===== src/hw/rtl/http3fp_pkg.sv =====
// Shared types, constants and helpers for the HTTP/3 frame header parser.
// No dependencies; every other file refers to it by scoped names.
package http3fp_pkg;

  localparam int ValueBits = 62;
  localparam int VarLenBits = 3;
  localparam logic [ValueBits-1:0] MaxBodyReset = ValueBits'(64'd16777216);

  localparam logic [ValueBits-1:0] TypeRsvdA = ValueBits'(8'h02);
  localparam logic [ValueBits-1:0] TypeRsvdB = ValueBits'(8'h06);
  localparam logic [ValueBits-1:0] TypeRsvdC = ValueBits'(8'h08);
  localparam logic [ValueBits-1:0] TypeRsvdD = ValueBits'(8'h09);

  typedef enum logic [1:0] {
    PhType = 2'd0,
    PhLen  = 2'd1,
    PhBody = 2'd2,
    PhHalt = 2'd3
  } phase_e;

  typedef enum logic [1:0] {
    RoleType = 2'd0,
    RoleLen  = 2'd1,
    RoleBody = 2'd2,
    RoleDrop = 2'd3
  } role_e;

  typedef enum logic [1:0] {
    ErrNone     = 2'd0,
    ErrReserved = 2'd1,
    ErrTooLarge = 2'd2,
    ErrHalted   = 2'd3
  } err_e;

  typedef struct packed {
    logic                 done;
    logic [ValueBits-1:0] value;
  } varint_t;

  function automatic logic is_reserved(logic [ValueBits-1:0] t);
    logic hit;
    hit = (t == TypeRsvdA) || (t == TypeRsvdB) || (t == TypeRsvdC) || (t == TypeRsvdD);
    return hit;
  endfunction

endpackage


===== src/hw/rtl/http3fp_if.sv =====
// Valid/ready channels for the HTTP/3 frame header parser.
// Depends on http3fp_pkg for field widths.
interface http3fp_byte_if;
  logic       valid;
  logic       ready;
  logic [7:0] data_byte;

  modport source (output valid, output data_byte, input ready);
  modport sink (input valid, input data_byte, output ready);
endinterface

interface http3fp_result_if;
  logic                                valid;
  logic                                ready;
  logic [1:0]                          byte_role;
  logic [http3fp_pkg::ValueBits-1:0]   frame_type;
  logic [http3fp_pkg::ValueBits-1:0]   body_length;
  logic                                header_done;
  logic                                frame_end;
  logic [1:0]                          error_code;

  modport source (output valid, output byte_role, output frame_type, output body_length,
                  output header_done, output frame_end, output error_code, input ready);
  modport sink (input valid, input byte_role, input frame_type, input body_length,
                input header_done, input frame_end, input error_code, output ready);
endinterface


===== src/hw/rtl/http3fp_varint.sv =====
// QUIC variable-length integer accumulator, one byte per request.
// Depends on http3fp_pkg.
module http3fp_varint (
  input  logic                 clk_i,
  input  logic                 rst_ni,
  input  logic                 take_i,
  input  logic [7:0]           byte_i,
  output http3fp_pkg::varint_t res_o
);

  logic [http3fp_pkg::VarLenBits-1:0] left_q, left_d;
  logic [http3fp_pkg::ValueBits-1:0]  acc_q, acc_n;

  always_comb begin
    if (left_q == '0) begin
      acc_n = http3fp_pkg::ValueBits'(byte_i[5:0]);
      case (byte_i[7:6])
        2'b00:   left_d = http3fp_pkg::VarLenBits'(0);
        2'b01:   left_d = http3fp_pkg::VarLenBits'(1);
        2'b10:   left_d = http3fp_pkg::VarLenBits'(3);
        default: left_d = http3fp_pkg::VarLenBits'(7);
      endcase
    end else begin
      acc_n  = {acc_q[http3fp_pkg::ValueBits-9:0], byte_i};
      left_d = left_q - http3fp_pkg::VarLenBits'(1);
    end
    res_o.done  = (left_d == '0);
    res_o.value = acc_n;
  end

  always_ff @(posedge clk_i or negedge rst_ni) begin
    if (!rst_ni) begin
      left_q <= '0;
      acc_q  <= '0;
    end else if (take_i) begin
      left_q <= left_d;
      acc_q  <= res_o.done ? '0 : acc_n;
    end
  end

endmodule


===== src/hw/rtl/http3_frame_header_parser.sv =====
// HTTP/3 frame header parser, top level.
// Depends on http3fp_pkg, http3fp_if and http3fp_varint.
//
// in_i carries one stream byte per request; res_o returns exactly one result
// per byte, in order, giving its role and, once known, the frame type and body
// length, plus header-done, frame-end and error flags. cfg_we_i/cfg_wdata_i
// write the body length cap (reset value 16777216); write it only while idle.
//
// A byte's result is registered and shows from the cycle after the byte is
// taken. Throughput is one byte per cycle while results are drained, set by
// the single result register that the parse state and the length compare feed.
// in_i.ready is high whenever the result register is empty or being drained
// in the same cycle, so a stalled receiver holds the result and back-pressures
// the byte stream without losing anything.
// Reset clears the parse state and the result valid flag and restores the cap.
// A reserved type or an over-cap length halts the parser: every later byte
// returns a drop result until the next reset.
module http3_frame_header_parser (
  input  logic                                clk_i,
  input  logic                                rst_ni,
  http3fp_byte_if.sink                        in_i,
  http3fp_result_if.source                    res_o,
  input  logic                                cfg_we_i,
  input  logic [http3fp_pkg::ValueBits-1:0]   cfg_wdata_i
);

  localparam int VB = http3fp_pkg::ValueBits;

  http3fp_pkg::phase_e  phase_q, phase_d;
  http3fp_pkg::varint_t vi;
  http3fp_pkg::role_e   role_d, role_q;
  http3fp_pkg::err_e    err_d, err_q;

  logic [VB-1:0] max_len_q;
  logic [VB-1:0] held_type_q, held_len_q, body_left_q;
  logic [VB-1:0] body_dec;
  logic [VB-1:0] ftype_d, ftype_q, blen_d, blen_q;
  logic          hdone_d, hdone_q, fend_d, fend_q;
  logic          vld_q;
  logic          accept, take, too_large, rsvd;

  assign in_i.ready = !vld_q || res_o.ready;
  assign accept     = in_i.valid && in_i.ready;
  assign take       = accept && ((phase_q == http3fp_pkg::PhType) ||
                                 (phase_q == http3fp_pkg::PhLen));

  http3fp_varint u_varint (
    .clk_i  (clk_i),
    .rst_ni (rst_ni),
    .take_i (take),
    .byte_i (in_i.data_byte),
    .res_o  (vi)
  );

  assign too_large = (vi.value > max_len_q);
  assign rsvd      = http3fp_pkg::is_reserved(vi.value);
  assign body_dec  = (body_left_q != '0) ? body_left_q - VB'(1) : '0;

  always_comb begin
    phase_d = phase_q;
    case (phase_q)
      http3fp_pkg::PhType: begin
        if (vi.done) phase_d = rsvd ? http3fp_pkg::PhHalt : http3fp_pkg::PhLen;
      end
      http3fp_pkg::PhLen: begin
        if (vi.done) begin
          if (too_large) phase_d = http3fp_pkg::PhHalt;
          else if (vi.value == '0) phase_d = http3fp_pkg::PhType;
          else phase_d = http3fp_pkg::PhBody;
        end
      end
      http3fp_pkg::PhBody: begin
        if (body_dec == '0) phase_d = http3fp_pkg::PhType;
      end
      default: phase_d = http3fp_pkg::PhHalt;
    endcase
  end

  always_comb begin
    role_d  = http3fp_pkg::RoleDrop;
    err_d   = http3fp_pkg::ErrHalted;
    ftype_d = '0;
    blen_d  = '0;
    hdone_d = 1'b0;
    fend_d  = 1'b0;
    case (phase_q)
      http3fp_pkg::PhType: begin
        role_d = http3fp_pkg::RoleType;
        err_d  = http3fp_pkg::ErrNone;
        if (vi.done) begin
          ftype_d = vi.value;
          if (rsvd) err_d = http3fp_pkg::ErrReserved;
        end
      end
      http3fp_pkg::PhLen: begin
        role_d  = http3fp_pkg::RoleLen;
        err_d   = http3fp_pkg::ErrNone;
        ftype_d = held_type_q;
        if (vi.done) begin
          blen_d = vi.value;
          if (too_large) begin
            err_d = http3fp_pkg::ErrTooLarge;
          end else begin
            hdone_d = 1'b1;
            fend_d  = (vi.value == '0);
          end
        end
      end
      http3fp_pkg::PhBody: begin
        role_d  = http3fp_pkg::RoleBody;
        err_d   = http3fp_pkg::ErrNone;
        ftype_d = held_type_q;
        blen_d  = held_len_q;
        fend_d  = (body_dec == '0);
      end
      default: begin
        role_d = http3fp_pkg::RoleDrop;
      end
    endcase
  end

  always_ff @(posedge clk_i or negedge rst_ni) begin
    if (!rst_ni) begin
      phase_q     <= http3fp_pkg::PhType;
      max_len_q   <= http3fp_pkg::MaxBodyReset;
      body_left_q <= '0;
      vld_q       <= 1'b0;
    end else begin
      if (cfg_we_i) max_len_q <= cfg_wdata_i;
      if (accept) begin
        phase_q <= phase_d;
        if (phase_q == http3fp_pkg::PhLen) body_left_q <= vi.value;
        else if (phase_q == http3fp_pkg::PhBody) body_left_q <= body_dec;
      end
      if (accept) vld_q <= 1'b1;
      else if (res_o.ready) vld_q <= 1'b0;
    end
  end

  always_ff @(posedge clk_i) begin
    if (accept) begin
      if (phase_q == http3fp_pkg::PhType && vi.done) held_type_q <= vi.value;
      if (phase_q == http3fp_pkg::PhLen && vi.done) held_len_q <= vi.value;
      role_q  <= role_d;
      err_q   <= err_d;
      ftype_q <= ftype_d;
      blen_q  <= blen_d;
      hdone_q <= hdone_d;
      fend_q  <= fend_d;
    end
  end

  assign res_o.valid       = vld_q;
  assign res_o.byte_role   = role_q;
  assign res_o.error_code  = err_q;
  assign res_o.frame_type  = ftype_q;
  assign res_o.body_length = blen_q;
  assign res_o.header_done = hdone_q;
  assign res_o.frame_end   = fend_q;

  a_halt_sticky: assert property (@(posedge clk_i) disable iff (!rst_ni)
    phase_q == http3fp_pkg::PhHalt |=> phase_q == http3fp_pkg::PhHalt)
    else $error("parser left halt state");

  a_hdone_clean: assert property (@(posedge clk_i) disable iff (!rst_ni)
    res_o.valid && res_o.header_done |->
      res_o.error_code == http3fp_pkg::ErrNone && res_o.byte_role == http3fp_pkg::RoleLen)
    else $error("header done on a bad or non-length byte");

  a_fend_role: assert property (@(posedge clk_i) disable iff (!rst_ni)
    res_o.valid && res_o.frame_end |->
      res_o.byte_role == http3fp_pkg::RoleLen || res_o.byte_role == http3fp_pkg::RoleBody)
    else $error("frame end on a type or dropped byte");

  a_stall_blocks: assert property (@(posedge clk_i) disable iff (!rst_ni)
    vld_q && !res_o.ready |-> !in_i.ready)
    else $error("request taken while result stalled");

endmodule

===== src/flat_wrapper.sv =====
// flat-port wrapper written by rule: the top's interface ports become plain ports
module http3_frame_header_parser_flat 
  (clk_i, rst_ni, cfg_we_i, cfg_wdata_i, in_i_valid, in_i_data_byte, in_i_ready, res_o_valid, res_o_byte_role, res_o_frame_type, res_o_body_length, res_o_header_done, res_o_frame_end, res_o_error_code, res_o_ready);
  http3fp_byte_if in_i_i ();
  http3fp_result_if res_o_i ();
  input  logic clk_i;
  input  logic rst_ni;
  input  logic cfg_we_i;
  input  logic [http3fp_pkg::ValueBits-1:0] cfg_wdata_i;
  input wire logic [$bits(in_i_i.valid)-1:0] in_i_valid;
  input wire logic [$bits(in_i_i.data_byte)-1:0] in_i_data_byte;
  output wire logic [$bits(in_i_i.ready)-1:0] in_i_ready;
  output wire logic [$bits(res_o_i.valid)-1:0] res_o_valid;
  output wire logic [$bits(res_o_i.byte_role)-1:0] res_o_byte_role;
  output wire logic [$bits(res_o_i.frame_type)-1:0] res_o_frame_type;
  output wire logic [$bits(res_o_i.body_length)-1:0] res_o_body_length;
  output wire logic [$bits(res_o_i.header_done)-1:0] res_o_header_done;
  output wire logic [$bits(res_o_i.frame_end)-1:0] res_o_frame_end;
  output wire logic [$bits(res_o_i.error_code)-1:0] res_o_error_code;
  input wire logic [$bits(res_o_i.ready)-1:0] res_o_ready;
  assign in_i_i.valid = in_i_valid;
  assign in_i_i.data_byte = in_i_data_byte;
  assign in_i_ready = in_i_i.ready;
  assign res_o_valid = res_o_i.valid;
  assign res_o_byte_role = res_o_i.byte_role;
  assign res_o_frame_type = res_o_i.frame_type;
  assign res_o_body_length = res_o_i.body_length;
  assign res_o_header_done = res_o_i.header_done;
  assign res_o_frame_end = res_o_i.frame_end;
  assign res_o_error_code = res_o_i.error_code;
  assign res_o_i.ready = res_o_ready;
  http3_frame_header_parser u_core (.clk_i(clk_i), .rst_ni(rst_ni), .in_i(in_i_i), .res_o(res_o_i), .cfg_we_i(cfg_we_i), .cfg_wdata_i(cfg_wdata_i));
endmodule

===== config.mk =====
export PLATFORM = sky130hd
export DESIGN_NAME = http3_frame_header_parser_flat
export DESIGN_NICKNAME = d
export VERILOG_FILES = /design/src/hw/rtl/http3fp_pkg.sv /design/src/hw/rtl/http3fp_if.sv /design/src/hw/rtl/http3fp_varint.sv /design/src/hw/rtl/http3_frame_header_parser.sv /design/src/flat_wrapper.sv
export SDC_FILE = /design/constraint.sdc
export NUM_CORES = 1
export LEC_CHECK = 0
export BUFFER_PORTS_ARGS = -buffer_cell sky130_fd_sc_hd__buf_2
export CAP_MARGIN = 5
export CORE_ASPECT_RATIO = 0.75
export CORE_MARGIN = 2
export CORE_UTILIZATION = 60
export CTS_BUF_LIST = sky130_fd_sc_hd__clkbuf_2
export DETAILED_ROUTE_END_ITERATION = 8
export GPL_ROUTABILITY_DRIVEN = 0
export PLACE_DENSITY_LB_ADDON = 0.12
export SYNTH_ARGS = -nofsm -noshare
export SYNTH_HDL_FRONTEND = slang
export SYNTH_SLANG_ARGS = --single-unit

===== constraint.sdc =====
create_clock -name clk_i -period 18.74 [get_ports clk_i]
set_input_delay 0.937 -clock clk_i [delete_from_list [all_inputs] [get_ports clk_i]]
set_output_delay 0.937 -clock clk_i [all_outputs]
set_load 0.01 [all_outputs]

==> impl_metrics.yaml, run 1 <==
detailed_routing:
  detail_route.wirelength_mm: 63.13
  drt-initial-drc-count: 2159
  vias_per_cell: 6.399
  vias: 16613
  remaining_drc_errors: 0
  postRouteAntennaNets: 0
  post_detailed_route_wirelength_per_cell_um: 24.32
  drt_pass1_iterations: 7
global_routing:
  grt_first_pass_wirelength_mm: 93.81
  grt_use_total_pct: 35.06
  first_global_vias: 15352
  antenna_found_initial: 4
  globalRouteOverflowTotal: 0
  grt_start_max_net_pins: 123
floorplanning:
  placement_rows: 59
  die_wd_um: 219.0
  initial_core_util_pct: 60.45
  io_pins: 207
  die_area_um2: 36180
  die_h_um: 165.2
  core_area_um2: 34400
cells_and_area:
  ff_latch_area_um2: 12230
  fill_cells: 2606
  multiInputGateArea_um2: 7699
  synthToLayoutAreaGrowth_pct: 11.53
  post_route_cells_drive_above_1_share_pct: 21.71
  postLayoutCoreUtil_pct: 67.42
  final_net_count: 2194
  fin_area_um2: 23190
yosys:
  synth_cells: 1848
  postSynthAreaPerCell_um2: 11.25
  synthTopCellsByCount: "254 x sky130_fd_sc_hd__edfxtp_1, 183 x sky130_fd_sc_hd__dfrtp_1, 161 x sky130_fd_sc_hd__a22oi_1, 151 x sky130_fd_sc_hd__clkbuf_1, 126 x sky130_fd_sc_hd__o21ai_0"
  post-synth-top-area-cell: "sky130_fd_sc_hd__edfxtp_1"
  synth_warn: 0
  post_synth_instance_area_um2: 20790
  ys_seq_area_share_pct: 58.83
  synthMostInstantiatedCell: "sky130_fd_sc_hd__edfxtp_1"
  yosys_register_bits: 438
  synth.lib_cells_used.distinct: 74
  ys.flop_type: "sky130_fd_sc_hd__edfxtp_1"
  synth-edff-count: 254
  ys_async_sr_fraction_pct: 42.01
  syn-num-nets: 1991
  synth.top_cells.by_area: "sky130_fd_sc_hd__edfxtp_1 37%, sky130_fd_sc_hd__dfrtp_1 22%, sky130_fd_sc_hd__a22oi_1 5.8%"
  synth_largest_type_area_fraction_pct: 36.68
clocking:
  clock-sinks: 438
  ctsHoldBuffers: 1
  clk_path_buf_depth: 3
  post_cts_buffers: 0
  post_cts.resized_instances: 0
  cts_inserted_buffers: 103
  cts_tree: "built"
  worstSkewPairLatency_ns: 1.08
  clock-root-buffer: "sky130_fd_sc_hd__clkbuf_2"
  h-tree-depth: 3
  cts.clk_slew.worst_paths_ns: 0.14
setup_path:
  crit_path_end_kind: "flop"
  path_cells: "inv_1 -> ha_1 -> ha_2 -> buf_4 -> nor2b_1 -> ha_1 -> nand4_1 -> nor4_1 -> nand3_1 -> a22oi_1 -> and2_1 -> nor2b_1 -> o21a_1"
  worst_path_largest_cell_delay_ns: 1.01
  worstRegToRegCells: 13
  timing.critical_path.arrival_ns: 5.82
  worst-path-max-fanout: 57
  regToRegSetupSlack_ns: 13.88
  r2r_start: "u_core.u_varint.left_q[0]$_DFFE_PN0P_"
  r2r_end: "u_core.res_o.frame_end$_DFFE_PP_"
  worst_path_max_delay_cell: "sky130_fd_sc_hd__nor2b_1"
  start_kind: "flop"
  worst-endpoint-required_ns: 19.70
  critical_path_class: "reg2reg"
worst_hold_path:
  min_to: "u_core.res_o.valid$_DFFE_PN0P_"
  hold_start: "in_i_valid"
  min_path_type: "in2reg"
  cell_depth_of_the_worst_min_delay_path: 2
pwr:
  cellLeakagePower_uw: 0.009475
  total_power_uw: 3415
  cellPowerDensity_nw_per_um2: 147.3
  max-vdd-ir-drop_uv: 112.3
place:
  place_hpwl_mm: 41.68
  io_buffer_count: 206
  placed_area_um2: 22210
timing:
  finalCritPeriodShare_pct: 25.94
  rsz0062_at_grt: "false"
  timing.final.crit_period_ns: 4.862
  maxClockFrequency_ghz: 0.2057
  fin_setup_tns_ns: 0
  hold_violations: 0
  setup_viol_count_final: 0
  slew_at_the_pin_with_the_worst_max_slew_slack_ns: 1.230
  relSlewSlack_pct: 17.85
  fin_worst_skew_ns: 0.09481
  slew_viol_final: 0
run:
  cap_viol_max_count: 0
outcome:
  run_status: "complete, no violations"
cell usage in the layout (no fill, tap or decap), drive strengths merged, types with 22 or more instances in the layout:
cell type and count:
a22o 54, nand3 24, buf 256, a21oi 64, nor2b 119, nor3 50
edfxtp 254, nor2 120, nand4 28, a22oi 161, o21ai 127, a21o 29
dfrtp 183, ha 68, clkbuf 150, clkinv 38, or4 22, nand2 110
inv 79, nor4 44
metal layers:
layer | up-vias | part of all wire [%] | wire length [um] | GRT usage, %
met1 | 8027 | 41 | 26110 | 50.29
met5 | - | 0.041 | 26 | 0
met2 | 1092 | 42 | 26630 | 49.44
met3 | 175 | 13 | 8269 | 12.69
met4 | 4 | 3.3 | 2088 | 12.13
li1 | 7315 | - | - | -
critical path: cells and delay by family, from the launching register on:
family / cells / cell delay, ns
flops: 1 / 0.40
simple gates: 6 / 2.57
compound gates: 2 / 0.68
fa+ha+maj: 3 / 0.71
buf+inv: 2 / 0.39
final cells by class:
class	instances	share of cell area [%]
Antenna cell	2	0.02158
Clock buffer	150	3.237
Clock inverter	41	0.9441
Inverter	77	1.246
Multi-Input combinational cell	1174	33.19
Sequential cell	438	52.75
Tap cell	457	2.465
Timing Repair Buffer	257	6.145
report_power, final:
part	switching (uW)	internal, uW
Sequential	163	1270
Combinational	875	476
Clock	396	235
cells by family after synthesis:
kind of cell,Yosys count,synth area share (%)
AND/OR/NAND/NOR,568,14.71
AO/OA/AOI/OAI,503,16.41
XOR/XNOR,22,0.9266
adder cells (fa/ha/maj),68,4.091
buffers and inverters,236,4.398
flip-flops,438,58.83
multiplexers,13,0.6378
stage by stage:
| step | cells | hold WS (ns) | setup WS [ns] |
|---|---|---|---|
| floorplan | 1848 | 0.4651 | 11.58 |
| global placement | 2402 | 0.4794 | 14.18 |
| detailed placement | 2402 | 0.4837 | 14.12 |
| global route | 2595 | 0.02419 | 13.84 |
| CTS | 2594 | 0.01407 | 14.15 |
| finish | 2596 | 0.08419 | 13.88 |
registers in the layout, indices dropped and copies added (netlist names):
name	count
u_core.max_len_q	62
u_core.res_o.byte_role	2
u_core.res_o.body_length	62
u_core.u_varint.acc_q	54
u_core.res_o.frame_end	1
u_core.u_varint.left_q	3
u_core.res_o.header_done	1
u_core.phase_q	2
u_core.res_o.valid	1
u_core.res_o.error_code	2
u_core.held_type_q	62
u_core.held_len_q	62
u_core.body_left_q	62
u_core.res_o.frame_type	62
worst max-delay path by stage:
stage	from	end
CTS	u_core.u_varint.left_q[0]$_DFFE_PN0P_	u_core.res_o.frame_end$_DFFE_PP_
global placement	u_core.u_varint.left_q[0]$_DFFE_PN0P_	u_core.phase_q[1]$_DFFE_PN0P_
finish	u_core.u_varint.left_q[0]$_DFFE_PN0P_	u_core.res_o.frame_end$_DFFE_PP_
global route	u_core.u_varint.left_q[0]$_DFFE_PN0P_	u_core.phase_q[1]$_DFFE_PN0P_
detailed placement	u_core.u_varint.left_q[0]$_DFFE_PN0P_	u_core.res_o.frame_end$_DFFE_PP_
floorplan	res_o_ready	u_core.held_type_q[0]$_DFFE_PP_
Note: power is estimated with default switching activity, not from simulation.
==> inputs of run 2 (changes only) <==
Settings changed: CORE_UTILIZATION 60 to 56.
Clock period 18.74 ns to 3.9 ns, I/O delays scaled along.
==> impl_metrics.yaml, run 2 (synthesis results as in run 1) <==
detailed_routing:
  detail_route.wirelength_mm: 73.26
  postRouteAntennaNets: 0
  post_detailed_route_wirelength_per_cell_um: 24.69
  drt-initial-drc-count: 2757
  remaining_drc_errors: 0
  vias_per_cell: 6.254
  vias: 18557
  drt_pass1_iterations: 6
setup_path:
  timing.critical_path.arrival_ns: 4.67
  critical_path_class: "reg2reg"
  startpoint: "u_core.u_varint.left_q[0]$_DFFE_PN0P_"
  worstRegToRegCells: 15
  regToRegSetupSlack_ns: 0.19
  r2r_start: "u_core.u_varint.left_q[0]$_DFFE_PN0P_"
  worst-path-max-fanout: 36
  start_kind: "flop"
  worstSetupEndpoint: "u_core.res_o.frame_end$_DFFE_PP_"
  r2r_end: "u_core.res_o.frame_end$_DFFE_PP_"
  worst-endpoint-required_ns: 4.87
  crit_path_end_kind: "flop"
clocking:
  worstSkewPairLatency_ns: 1.17
  post_cts_buffers: 0
  cts_inserted_buffers: 103
  clock-root-buffer: "sky130_fd_sc_hd__clkbuf_2"
  cts_tree: "built"
  clock-sinks: 438
  h-tree-depth: 3
  cts.clk_slew.worst_paths_ns: 0.11
  clk_path_buf_depth: 3
cells_and_area:
  layout.cells.most_common: "sky130_fd_sc_hd__dlygate4sd3_1"
  final_net_count: 2510
  post_route_cells_drive_above_1_share_pct: 21.76
  layout_common_cells: "263 x sky130_fd_sc_hd__dlygate4sd3_1, 254 x sky130_fd_sc_hd__edfxtp_1, 204 x sky130_fd_sc_hd__buf_2"
  fill_cells: 2550
  synthToLayoutAreaGrowth_pct: 27.20
floorplanning:
  die_h_um: 170.9
  io_pins: 207
  die_area_um2: 38710
  die_wd_um: 226.5
  initial_core_util_pct: 56.41
  core_area_um2: 36860
  placement_rows: 61
worst_hold_path:
  min_path_type: "in2reg"
global_routing:
  globalRouteOverflowTotal: 0
  grt_first_pass_wirelength_mm: 108.7
  antenna_found_initial: 6
  grt_start_max_net_pins: 123
  first_global_vias: 17963
  grt_use_total_pct: 38.08
timing:
  slew_at_the_pin_with_the_worst_max_slew_slack_ns: 1.048
  setup_viol_count_final: 0
  fin_setup_tns_ns: 0
  finalCritPeriodShare_pct: 95.04
  fin_worst_skew_ns: 0.09189
  hold_violations: 0
  slew_viol_final: 0
  rsz0062_at_grt: "false"
  maxClockFrequency_ghz: 0.2698
  relSlewSlack_pct: 30.11
  timing.final.crit_period_ns: 3.707
pwr:
  internal_power_uw: 10040
  total_power_uw: 17210
  seq_power_share_pct: 39.9
  max-vdd-ir-drop_uv: 386.7
  cellPowerDensity_nw_per_um2: 650.5
  combPwrFrac_pct: 41.6
  p_switching_uw: 7169
  clock_power_share_pct: 18.5
  cellLeakagePower_uw: 0.01086
  swShare_pct: 41.66
place:
  io_buffer_count: 206
  place_hpwl_mm: 41.46
outcome:
  run_status: "complete, no violations"
run:
  cap_viol_max_count: 0
run 2: cell types whose count changed in the layout (fill, tap and decap cells not counted), moves of 2 or more:
cell	previous run	this run
sky130_fd_sc_hd__dlygate4sd3_1	1	263
sky130_fd_sc_hd__buf_4	51	97
sky130_fd_sc_hd__clkbuf_2	150	166
sky130_fd_sc_hd__clkinv_1	29	18
sky130_fd_sc_hd__buf_12	0	7
sky130_fd_sc_hd__diode_2	2	9
sky130_fd_sc_hd__clkinv_2	5	2
sky130_fd_sc_hd__clkinv_4	3	1
sky130_fd_sc_hd__nor4_1	38	36
run 2: worst min-delay path by stage:
stage	from	end	slack (ns)	depth (start not counted)
2_1_floorplan	rst_ni	u_core.body_left_q[0]$_DFFE_PN0P_	-0.10	0
3_3_place_gp	rst_ni	u_core.max_len_q[56]$_DFFE_PN0P_	0.25	1
3_5_place_dp	rst_ni	u_core.max_len_q[57]$_DFFE_PN0P_	0.25	1
4_1_cts	in_i_data_byte[5]	u_core.held_len_q[5]$_DFFE_PP_	0.009	2
5_1_grt	in_i_data_byte[5]	u_core.held_len_q[5]$_DFFE_PP_	0.01	2
6_report	in_i_data_byte[7]	u_core.u_varint.left_q[1]$_DFFE_PN0P_	0.08	4
run 2: critical path, cell delays in order (launching register included):
cell,delay (ns)
sky130_fd_sc_hd__dfrtp_1,0.43
sky130_fd_sc_hd__inv_1,0.07
sky130_fd_sc_hd__ha_1,0.15
sky130_fd_sc_hd__ha_2,0.23
sky130_fd_sc_hd__buf_12,0.21
sky130_fd_sc_hd__nor2b_1,0.09
sky130_fd_sc_hd__ha_1,0.33
sky130_fd_sc_hd__nand4_1,0.16
sky130_fd_sc_hd__nor3_1,0.52
sky130_fd_sc_hd__nand4_1,0.28
sky130_fd_sc_hd__inv_1,0.11
sky130_fd_sc_hd__nand3_1,0.09
sky130_fd_sc_hd__a22oi_2,0.39
sky130_fd_sc_hd__and2_1,0.21
sky130_fd_sc_hd__nor2b_1,0.14
sky130_fd_sc_hd__o21a_1,0.13
run 2: layout make-up:
class	count	area [um^2]	area share [%]
Timing Repair Buffer	573	4561	17.24
Inverter	77	289.0	1.093
Clock buffer	166	830.8	3.141
Tap cell	504	630.6	2.384
Sequential cell	438	12230	46.25
Clock inverter	26	157.7	0.5960
Multi-Input combinational cell	1174	7727	29.21
Antenna cell	9	22.52	0.08514
run 2: what timing repair did:
action,in CTS,in global routing
endpoints found under the hold margin,427,0
hold buffers,264,0
endpoints found under the setup margin,0,3
gates resized for setup,0,6
run 2: power groups by stage:
stage	Clock (uW)	Sequential [uW]	Combinational, uW
2_1_floorplan	0	6730	4070
3_3_place_gp	0	6870	6400
3_5_place_dp	0	6890	6560
4_1_cts	3120	6790	6820
5_1_grt	3430	6950	7630
6_report	3190	6870	7150
run 2: routing by layer:
metal / global-route usage, % / share of wire, % / vias up
met5: 0 / 0 / -
met3: 12.81 / 12 / 353
met4: 22.00 / 6.3 / 0
li1: - / - / 7958
met2: 56.23 / 44 / 1324
met1: 49.28 / 38 / 8922
run 2: metrics by stage:
stage | area [um^2] | hold slack [ns] | instances | worst slack, ns | util (%)
floorplan | 20800 | -0.1006 | 1848 | 0.01271 | -
global placement | 22750 | 0.2483 | 2502 | 0.05151 | 61.72
detailed placement | 22750 | 0.2483 | 2502 | 0.01589 | 61.72
CTS | 26400 | 0.009076 | 2958 | 0.01118 | 71.62
global route | 26440 | 0.01078 | 2964 | 0.01202 | 71.73
finish | 26450 | 0.07871 | 2967 | 0.1935 | 71.75
